==> config.mk <==
export PLATFORM = sky130hd
export DESIGN_NAME = dns_name_label_encoder_top
export DESIGN_NICKNAME = d
export VERILOG_FILES = /design/src/design/dnle_pkg.sv /design/src/design/dnle_dpath.sv /design/src/design/dnle_ctrl.sv /design/src/design/dns_name_label_encoder_top.sv
export SDC_FILE = /design/constraint.sdc
export NUM_CORES = 1
export LEC_CHECK = 0
export BUFFER_PORTS_ARGS = -buffer_cell sky130_fd_sc_hd__buf_2
export CORE_ASPECT_RATIO = 1.5
export CORE_UTILIZATION = 38
export CTS_CLUSTER_DIAMETER = 120
export DETAILED_ROUTE_END_ITERATION = 10
export SYNTH_ARGS = -nofsm -noshare
export SYNTH_HDL_FRONTEND = slang
export SYNTH_HIERARCHICAL = 1
export SYNTH_SLANG_ARGS = --single-unit
==> constraint.sdc <==
create_clock -name clk_i -period 4.5 [get_ports clk_i]
set_clock_uncertainty 0.1 [all_clocks]
set_input_delay 0.9 -clock clk_i [delete_from_list [all_inputs] [get_ports clk_i]]
set_output_delay 0.9 -clock clk_i [all_outputs]
set_load 0.01 [all_outputs]
==> src/design/dnle_pkg.sv <==
// ----------------------------------------------------------------------------
// DNS name label encoder package
// Shared widths, constants and the command and status types that join the
// controller and the datapath.
// ----------------------------------------------------------------------------
package dnle_pkg;

  localparam int unsigned ByteW           = 8;
  localparam int unsigned CountW          = 6;
  localparam int unsigned StoreDepth      = 62;
  localparam int unsigned MaxLabelDefault = 62;

  localparam logic [ByteW-1:0] DotChar    = 8'h2E;
  localparam logic [ByteW-1:0] Terminator = 8'h00;

  typedef struct packed {
    logic store_wr;
    logic load_len;
    logic load_char;
    logic load_term;
    logic clear_label;
    logic out_last;
  } dnle_cmd_t;

  typedef struct packed {
    logic              out_free;
    logic              count_zero;
    logic              last_char;
    logic [CountW-1:0] count;
  } dnle_stat_t;

endpackage

==> src/design/dnle_dpath.sv <==
// ----------------------------------------------------------------------------
// DNS name label encoder datapath
// Holds the label store, the character count, the overflow flag and the
// output register, and acts on the controller's commands.
// ----------------------------------------------------------------------------
module dnle_dpath #(
  parameter int unsigned MAX_LABEL = dnle_pkg::MaxLabelDefault
) (
  input  logic                       clk_i,
  input  logic                       rst_ni,
  input  logic [dnle_pkg::ByteW-1:0] character_i,
  input  logic                       out_ready_i,
  input  dnle_pkg::dnle_cmd_t        cmd_i,
  output dnle_pkg::dnle_stat_t       stat_o,
  output logic                       out_valid_o,
  output logic [dnle_pkg::ByteW-1:0] out_byte_o,
  output logic                       last_o,
  output logic                       label_overflow_o
);

  localparam int unsigned LimitInt =
    (MAX_LABEL > dnle_pkg::StoreDepth) ? dnle_pkg::StoreDepth :
    (MAX_LABEL < 1) ? 1 : MAX_LABEL;
  localparam logic [dnle_pkg::CountW-1:0] Limit = dnle_pkg::CountW'(LimitInt);

  logic [dnle_pkg::ByteW-1:0]  store_q [dnle_pkg::StoreDepth];
  logic [dnle_pkg::ByteW-1:0]  rdata_q;
  logic [dnle_pkg::CountW-1:0] rd_addr;

  logic [dnle_pkg::CountW-1:0] count_q, count_d;
  logic [dnle_pkg::CountW-1:0] idx_q, idx_d;
  logic                        ovf_q, ovf_d;

  logic                        out_valid_q, out_valid_d;
  logic [dnle_pkg::ByteW-1:0]  out_byte_q;
  logic                        out_last_q;
  logic                        out_ovf_q;
  logic                        load_any;
  logic                        last_char;

  assign last_char = (dnle_pkg::CountW'(idx_q + 1'b1) == count_q);
  assign load_any  = cmd_i.load_len | cmd_i.load_char | cmd_i.load_term;

  always_comb begin
    count_d = count_q;
    ovf_d   = ovf_q;
    if (cmd_i.clear_label) begin
      count_d = '0;
      ovf_d   = 1'b0;
    end else if (cmd_i.store_wr) begin
      if (count_q < Limit) begin
        count_d = dnle_pkg::CountW'(count_q + 1'b1);
      end else begin
        ovf_d = 1'b1;
      end
    end
  end

  always_comb begin
    idx_d   = idx_q;
    rd_addr = idx_q;
    if (cmd_i.load_len) begin
      idx_d   = '0;
      rd_addr = '0;
    end else if (cmd_i.load_char && !last_char) begin
      idx_d   = dnle_pkg::CountW'(idx_q + 1'b1);
      rd_addr = dnle_pkg::CountW'(idx_q + 1'b1);
    end
  end

  always_comb begin
    out_valid_d = out_valid_q;
    if (load_any) begin
      out_valid_d = 1'b1;
    end else if (out_ready_i) begin
      out_valid_d = 1'b0;
    end
  end

  always_ff @(posedge clk_i) begin
    if (cmd_i.store_wr && (count_q < Limit)) begin
      store_q[count_q] <= character_i;
    end
    rdata_q <= store_q[rd_addr];
  end

  always_ff @(posedge clk_i) begin
    if (load_any) begin
      out_last_q <= cmd_i.out_last;
      out_ovf_q  <= ovf_q;
      priority if (cmd_i.load_len) begin
        out_byte_q <= dnle_pkg::ByteW'(count_q);
      end else if (cmd_i.load_char) begin
        out_byte_q <= rdata_q;
      end else begin
        out_byte_q <= dnle_pkg::Terminator;
      end
    end
  end

  always_ff @(posedge clk_i or negedge rst_ni) begin
    if (!rst_ni) begin
      count_q     <= '0;
      idx_q       <= '0;
      ovf_q       <= 1'b0;
      out_valid_q <= 1'b0;
    end else begin
      count_q     <= count_d;
      idx_q       <= idx_d;
      ovf_q       <= ovf_d;
      out_valid_q <= out_valid_d;
    end
  end

  assign stat_o.out_free   = !out_valid_q || out_ready_i;
  assign stat_o.count_zero = (count_q == '0);
  assign stat_o.last_char  = last_char;
  assign stat_o.count      = count_q;

  assign out_valid_o      = out_valid_q;
  assign out_byte_o       = out_byte_q;
  assign last_o           = out_last_q;
  assign label_overflow_o = out_ovf_q;

endmodule

==> src/design/dnle_ctrl.sv <==
// ----------------------------------------------------------------------------
// DNS name label encoder controller
// Takes input items and sequences each label flush: length byte, label
// characters and, at the end of a name, the zero terminator.
// ----------------------------------------------------------------------------
module dnle_ctrl (
  input  logic                       clk_i,
  input  logic                       rst_ni,
  input  logic                       in_valid_i,
  output logic                       in_ready_o,
  input  logic [dnle_pkg::ByteW-1:0] character_i,
  input  logic                       end_of_name_i,
  input  dnle_pkg::dnle_stat_t       stat_i,
  output dnle_pkg::dnle_cmd_t        cmd_o
);

  typedef enum logic [3:0] {
    StIdle  = 4'b0001,
    StLen   = 4'b0010,
    StChars = 4'b0100,
    StTerm  = 4'b1000
  } state_e;

  state_e state_q, state_d;
  logic   end_q, end_d;

  always_comb begin
    state_d    = state_q;
    end_d      = end_q;
    cmd_o      = '0;
    in_ready_o = 1'b0;
    unique case (state_q)
      StIdle: begin
        in_ready_o = 1'b1;
        if (in_valid_i) begin
          if (end_of_name_i) begin
            end_d   = 1'b1;
            state_d = StLen;
          end else if (character_i == dnle_pkg::DotChar) begin
            end_d   = 1'b0;
            state_d = StLen;
          end else begin
            cmd_o.store_wr = 1'b1;
          end
        end
      end
      StLen: begin
        if (stat_i.out_free) begin
          cmd_o.load_len = 1'b1;
          cmd_o.out_last = !end_q && stat_i.count_zero;
          if (!stat_i.count_zero) begin
            state_d = StChars;
          end else if (end_q) begin
            state_d = StTerm;
          end else begin
            cmd_o.clear_label = 1'b1;
            state_d           = StIdle;
          end
        end
      end
      StChars: begin
        if (stat_i.out_free) begin
          cmd_o.load_char = 1'b1;
          cmd_o.out_last  = !end_q && stat_i.last_char;
          if (stat_i.last_char) begin
            if (end_q) begin
              state_d = StTerm;
            end else begin
              cmd_o.clear_label = 1'b1;
              state_d           = StIdle;
            end
          end
        end
      end
      StTerm: begin
        if (stat_i.out_free) begin
          cmd_o.load_term   = 1'b1;
          cmd_o.out_last    = 1'b1;
          cmd_o.clear_label = 1'b1;
          state_d           = StIdle;
        end
      end
      default: begin
        state_d = StIdle;
      end
    endcase
  end

  always_ff @(posedge clk_i or negedge rst_ni) begin
    if (!rst_ni) begin
      state_q <= StIdle;
      end_q   <= 1'b0;
    end else begin
      state_q <= state_d;
      end_q   <= end_d;
    end
  end

endmodule

==> src/design/dns_name_label_encoder_top.sv <==
// A character goes into the label store while the label limit allows. A dot
// or an end of name starts a flush of the length byte and the buffered label
// characters, plus the zero terminator for an end of name, with input held
// off until the flush is done. The length byte is registered; then one byte
// moves per cycle while the consumer is ready. Reset clears the controller,
// the count, the overflow flag and output valid; the label store is not cleared.
// ----------------------------------------------------------------------------
// DNS name label encoder top level
// Turns a dotted host name, one character per transfer, into DNS wire-format
// labels with a zero terminator.
// ----------------------------------------------------------------------------
module dns_name_label_encoder_top #(
  parameter int unsigned MAX_LABEL = dnle_pkg::MaxLabelDefault
) (
  input  logic                       clk_i,
  input  logic                       rst_ni,
  input  logic                       in_valid_i,
  output logic                       in_ready_o,
  input  logic [dnle_pkg::ByteW-1:0] character_i,
  input  logic                       end_of_name_i,
  output logic                       out_valid_o,
  input  logic                       out_ready_i,
  output logic [dnle_pkg::ByteW-1:0] out_byte_o,
  output logic                       last_o,
  output logic                       label_overflow_o
);

  localparam int unsigned LabelLimit =
    (MAX_LABEL > dnle_pkg::StoreDepth) ? dnle_pkg::StoreDepth :
    (MAX_LABEL < 1) ? 1 : MAX_LABEL;

  dnle_pkg::dnle_cmd_t  cmd;
  dnle_pkg::dnle_stat_t stat;

  dnle_ctrl u_ctrl (
    .clk_i         (clk_i),
    .rst_ni        (rst_ni),
    .in_valid_i    (in_valid_i),
    .in_ready_o    (in_ready_o),
    .character_i   (character_i),
    .end_of_name_i (end_of_name_i),
    .stat_i        (stat),
    .cmd_o         (cmd)
  );

  dnle_dpath #(
    .MAX_LABEL (MAX_LABEL)
  ) u_dpath (
    .clk_i            (clk_i),
    .rst_ni           (rst_ni),
    .character_i      (character_i),
    .out_ready_i      (out_ready_i),
    .cmd_i            (cmd),
    .stat_o           (stat),
    .out_valid_o      (out_valid_o),
    .out_byte_o       (out_byte_o),
    .last_o           (last_o),
    .label_overflow_o (label_overflow_o)
  );

  assert property (@(posedge clk_i) disable iff (!rst_ni)
    (stat.count <= dnle_pkg::CountW'(LabelLimit)))
    else $error("Label count exceeds the label limit.");

  assert property (@(posedge clk_i) disable iff (!rst_ni)
    (in_valid_i && in_ready_o &&
     (end_of_name_i || (character_i == dnle_pkg::DotChar))) |=> !in_ready_o)
    else $error("Input taken while a label flush is pending.");

  assert property (@(posedge clk_i) disable iff (!rst_ni)
    cmd.load_term |=> (out_valid_o && last_o && (out_byte_o == dnle_pkg::Terminator)))
    else $error("Terminator byte not presented as the last byte.");

  assert property (@(posedge clk_i) disable iff (!rst_ni)
    cmd.store_wr |-> (in_valid_i && in_ready_o && !end_of_name_i))
    else $error("Label store written without an input transfer.");

endmodule

Yosys cells after proc, flatten, opt, wreduce, memory -nomap -nowiden
Memory sizes are Yosys's and may differ from the RTL's. A register that Yosys moved wholly into a read port is not among the register bits.
Index checks and enable logic that the tools add are counted.
Cells by class
  equal/unequal tests: 13
  add/sub/neg operators: 2
  bitwise gates (word level): 3
  mux-type cells: 42
  $lt $le $gt $ge: 1
  reductions and logical operators: 18
Operators with widths (number)
  $mux W6: 7
  $mux W4: 9
  $mux W1: 21
  $pmux W4 S4: 1
  $add A6 B1 Y6 const B: 2
  $ne A2 B2 Y1 const B: 5
  $eq A8 B6 Y1 const B: 1
  $reduce_bool A2 Y1: 4
  $eq A6 B6 Y1: 1
  $logic_not A6 Y1: 1
  $lt A6 B6 Y1 const B: 1
  $pmux W2 S3: 1
  $reduce_and A6 Y1: 1
  $eq A4 B1 Y1 const B: 1
  $eq A4 B2 Y1 const B: 1
  $eq A4 B3 Y1 const B: 1
  $eq A4 B4 Y1 const B: 1
  $logic_and A1 B1 Y1: 4
  $mux W2: 2
  $reduce_and A2 Y1: 2
  $logic_not A1 Y1: 3
  $mux W3: 1
  $ne A3 B2 Y1 const B: 1
  $reduce_and A3 Y1: 1
  5 further kinds: 6
Storage, ports and cells
  memory bits (writable): 496
  logic and storage cells: 90
  output and inout port bits: 12
  register bits after elaboration: 29
  memories kept: 1
Memories
  u_dpath.store_q: depth 62, width 8, rd ports 1, clocked after Yosys merged registers in 1, write ports 1, line dnle_dpath.sv:26  | logic [dnle_pkg::ByteW-1:0] store_q [dnle_pkg::StoreDepth];

Logic depth before layout (Yosys ltp)
  word-level depth: 8
  depth in mapped cells: 16

By module
Netlist, hierarchy kept.
Modules (own cells, without submodules)
  dnle_dpath: instances 1, area an instance 21306.7 sq um, cells each 1567, sequential area each 15705.1 sq um
  dnle_ctrl: instances 1, area an instance 417.9 sq um, cells each 48, sequential area each 126.4 sq um

Worst setup path after synthesis
No wires, ideal clock.
  path kind: input to register
  from: input out_ready_i
  to: register u_dpath/rdata_q[6] (netlist bit), read port of u_dpath.store_q
  setup time: 0.123 ns
  path slack: 0.825 ns
  stages: 12
  arrival: 3.451 ns
  required time: 4.277 ns
  path buffers: 3
  path through: nand2b_1 > and3_1 > nor2b_1 > clkbuf_1 > o211ai_1 > o22a_1 > o22ai_1 > clkbuf_1 > clkbuf_1 > a32oi_1 > a32oi_1 > a31oi_1
RTL lines
  from (decl): line dns_name_label_encoder_top.sv:22  | input logic out_ready_i,
  to (decl): line dnle_dpath.sv:27  | logic [dnle_pkg::ByteW-1:0] rdata_q;

Worst setup path in the final report
  from: register u_dpath/idx_q[1] (netlist bit)
  to: register u_dpath/rdata_q[2] (netlist bit), read port of u_dpath.store_q
Between the ends
  word-level cells in the longest chain between the ends: 6
Ends and longest elaborated chain
  from (decl): line dnle_dpath.sv:31  | logic [dnle_pkg::CountW-1:0] idx_q, idx_d;
  from (signal assigned): line dnle_dpath.sv:109  | idx_q <= idx_d;
  $add A6 B1 Y6: line dnle_dpath.sv:41, dnle_dpath.sv:67
  $eq A6 B6 Y1: line dnle_dpath.sv:41  | assign last_char = (dnle_pkg::CountW'(idx_q + 1'b1) == count_q);
  $logic_not A1 Y1: line dnle_dpath.sv:65  | end else if (cmd_i.load_char && !last_char) begin
  $logic_and A1 B1 Y1: line dnle_dpath.sv:65
  $mux W6 (*): line dnle_dpath.sv:65
  $mux W6 (*)
Every way passes the cells marked *; elsewhere a longest branch is shown, timed or not.
A chain may end at the register's enable or synchronous reset.

==> run metrics <==
status=finished clean; # port buffers=24; number of flops mapped to enable cells by yosys=506; Clock Sink Count=533; Slew headroom=35.3%; worst skew pair latency=570 ps; Setup TNS=0 ps; minimum clock period=4320 ps; YS warnings=6; Synth Register Bits=533; P_sw=0.00374 W; hold slack=189 ps; Cell Int Power=0.00861 W; core area=56,600 um2; Final Power=0.0123 W; Reg area=15,800 um2; final hold violations=0; post-placement setup slack=63.9 ps; Layout Nets=1,696; clk root buf=clkbuf_16; Worst Path Arrival=4650 ps; Via Count=14,000; Cells after Synth=1,615; Final Util=43.5%; sequential share of the synthesized area=72.9%; global-route usage over all layers=20.8%; Worst Setup Start Kind=flop; Die ar.=58,100 um2; Max-cap violations=0; routed vias/inst=5.63; drt wl/cell=24.6 um; max-slew violations=0; Tcrit/Tclk final=96.1%; Initial DRC Count=1,455; RSZ-0062 raised after global routing=false; DP HPWL=40,100 um; Synth Flop Type=edfxtp_1; Leak=8.28 nW; share of cells above drive strength 1=12.0%; total CTS buffers=48; antenna viol nets, final=0; CTS tree=built; VDD IR-drop max=0.280 mV; global route overflow=0; CP required=4820 ps; slew of the pin with the lowest slew margin=966 ps; worst setup margin=178 ps; CTS H-tree lvls=2; FF-to-FF Start=u_dpath/idx_q[1]; Worst setup EP type=flop; final setup fails=0; die height=295 um; final WL=60,900 um; Starting Density=38.4%; # diodes=0; Synth async-reset ratio=3.56%; Switching Fraction=30.3%; Synth Cell Area=21,700 um2; multi-input logic area=5500 um2; # rows=107; drt pass-1 iters=7; # DRC=0; Unique masters post-synth=72; worst setup path category=flop to flop; combinational share of power=22.5%; # fillers=5,067; Reg clk slew, reported paths=70 ps; largest net degree at the start of global routing=92; area growth from synthesis to final layout=13.5%; critical path fanouts, max=34; initial antenna violation count=2; Clock Tree Buf Depth=3; clock network power share=31.5%; PwrDens=501 nW/um2; io pins=25; vias in the first global route=13,500; Syn Area/Cell=13.5 um2; Tightest Hold Check Type=primary input to asynchronous set/reset pin; routability cong.=0.953; crit path launch=u_dpath/idx_q[1]; fmax=231 MHz; first-pass GRT wire length=88,700 um; Syn Nets=1,631; Die Wd=197 um; sequential power share=46.1%
-- path summary, 6_finish.rpt --
path,depth (start not counted),slack [ps],to
max,14,180,u_dpath/rdata_q[2]
min,1,190,u_ctrl/end_q
max reg2reg,14,180,u_dpath/rdata_q[2]
min reg2reg,0,460,u_dpath/label_overflow_o
max in group asynchronous,1,3750,u_ctrl/state_q[0]
min in group clk_i,0,460,u_dpath/label_overflow_o
-- cell usage in the layout, fill, tap and decap left out, types with 6 or more instances in the layout --
cell / count
buf_4: 80
and3_1: 6
clkbuf_1: 12
nor2b_1: 18
a2bb2oi_1: 7
or3_1: 11
dfxtp_1: 8
mux2i_1: 38
a311oi_1: 7
buf_2: 24
a22o_1: 9
nand2b_1: 7
nand2_1: 282
a32oi_1: 35
o221ai_1: 7
clkinv_1: 7
buf_12: 6
nand3_1: 64
a221oi_1: 6
clkbuf_16: 50
o22ai_1: 17
nor2_1: 128
nor3b_1: 22
edfxtp_1: 506
a31oi_1: 18
o311ai_0: 7
dfrtp_1: 18
and2_1: 8
nand4_1: 9
a21oi_1: 139
xnor2_1: 7
xor2_1: 10
clkinv_2: 8
a22oi_1: 31
o21ai_0: 18
inv_1: 6
-- stage by stage --
step                      instance area, um2  instances
after floorplan                        21700       1615
after CTS                              24600       2476
final                                  24700       2478
after detailed placement               23100       2391
after global routing                   24700       2478
after global placement                 23100       2391
-- Yosys cell counts (all sizes together), types with 3 or more instances --
library cell / instances / area share, %
a21oi: 140 / 3.2
a221o: 3 / 0.14
a221oi: 6 / 0.24
a22o: 9 / 0.36
a22oi: 31 / 1.1
a2bb2oi: 7 / 0.28
a311oi: 7 / 0.28
a31oi: 19 / 0.55
a32oi: 35 / 1.4
and2: 8 / 0.23
and2b: 3 / 0.12
and3: 6 / 0.17
buf: 52 / 1.2
clkbuf: 45 / 0.78
dfrtp: 18 / 2.1
dfxtp: 8 / 0.74
edfxtp: 506 / 70
ha: 3 / 0.17
inv: 9 / 0.16
mux2: 3 / 0.17
mux2i: 40 / 1.9
nand2: 283 / 4.9
nand2b: 8 / 0.26
nand3: 66 / 1.5
nand3b: 4 / 0.14
nand4: 9 / 0.26
nor2: 130 / 2.2
nor2b: 18 / 0.52
nor3: 5 / 0.12
nor3b: 23 / 0.82
o21ai: 18 / 0.41
o221ai: 7 / 0.28
o22ai: 18 / 0.52
o311ai: 8 / 0.32
or3: 11 / 0.32
or4: 3 / 0.10
xnor2: 9 / 0.40
xor2: 10 / 0.40
-- power by group through the flow --
| stage | clock [W] | sequential (W) | combinational [W] |
|---|---|---|---|
| floorplan | 0 | 0.00575 | 0.00159 |
| global placement | 0 | 0.00579 | 0.00266 |
| detailed placement | 0 | 0.00579 | 0.00270 |
| CTS | 0.00396 | 0.00568 | 0.00270 |
| global route | 0.00413 | 0.00569 | 0.00296 |
| finish | 0.00389 | 0.00569 | 0.00278 |
-- cells by family after synthesis --
kind of cell,count (synthesis),synth area share (%)
mux,43,2.09
buf+inv,106,2.18
flops,533,72.9
xor+xnor,19,0.801
compound gates,330,9.98
simple gates,581,11.9
fa+ha+maj,3,0.173
-- state kept, by name (all words and copies together) (netlist names), 4 cells and up --
name                flops
u_dpath/rdata_q         8
u_ctrl/state_q          4
u_dpath/store_q       496
u_dpath/idx_q           6
u_dpath/count_q         6
u_dpath/out_byte_o      8
-- critical path, cell delays in order, from the launching register on --
cell      delay, ps
dfrtp_1         490
ha_1            330
and2_1          310
nand4b_1        160
a211o_1         430
o21ai_0         210
buf_4           180
a31oi_4         130
inv_2           110
buf_4           310
buf_12          260
mux2i_1         230
o22ai_1         120
a21oi_1         560
a311oi_1        190
-- layer usage --
layer | global-route usage (%) | vias up | wire length (um)
met5 | 0 | - | 0
met4 | 12.3 | 0 | 3850
met3 | 2.43 | 154 | 3210
met2 | 36.5 | 549 | 31100
met1 | 24.4 | 7035 | 22700
li1 | - | 6217 | -
-- what timing repair did --
action,4_1_cts,5_1_grt
resized for setup,0,9
buffers inserted,0,1
setup endpoints to repair,0,8
hold buffers,0,0
-- area by class of cell --
| type | instances | share of cell area (%) |
|---|---|---|
| Clock buffer | 61 | 5.16 |
| Timing Repair Buffer | 112 | 3.56 |
| Tap cell | 763 | 3.87 |
| Sequential cell | 533 | 64.2 |
| Inverter | 9 | 0.147 |
| Multi-Input combinational cell | 976 | 22.3 |
| Clock inverter | 24 | 0.751 |
Power figures use the tool's default switching activity.
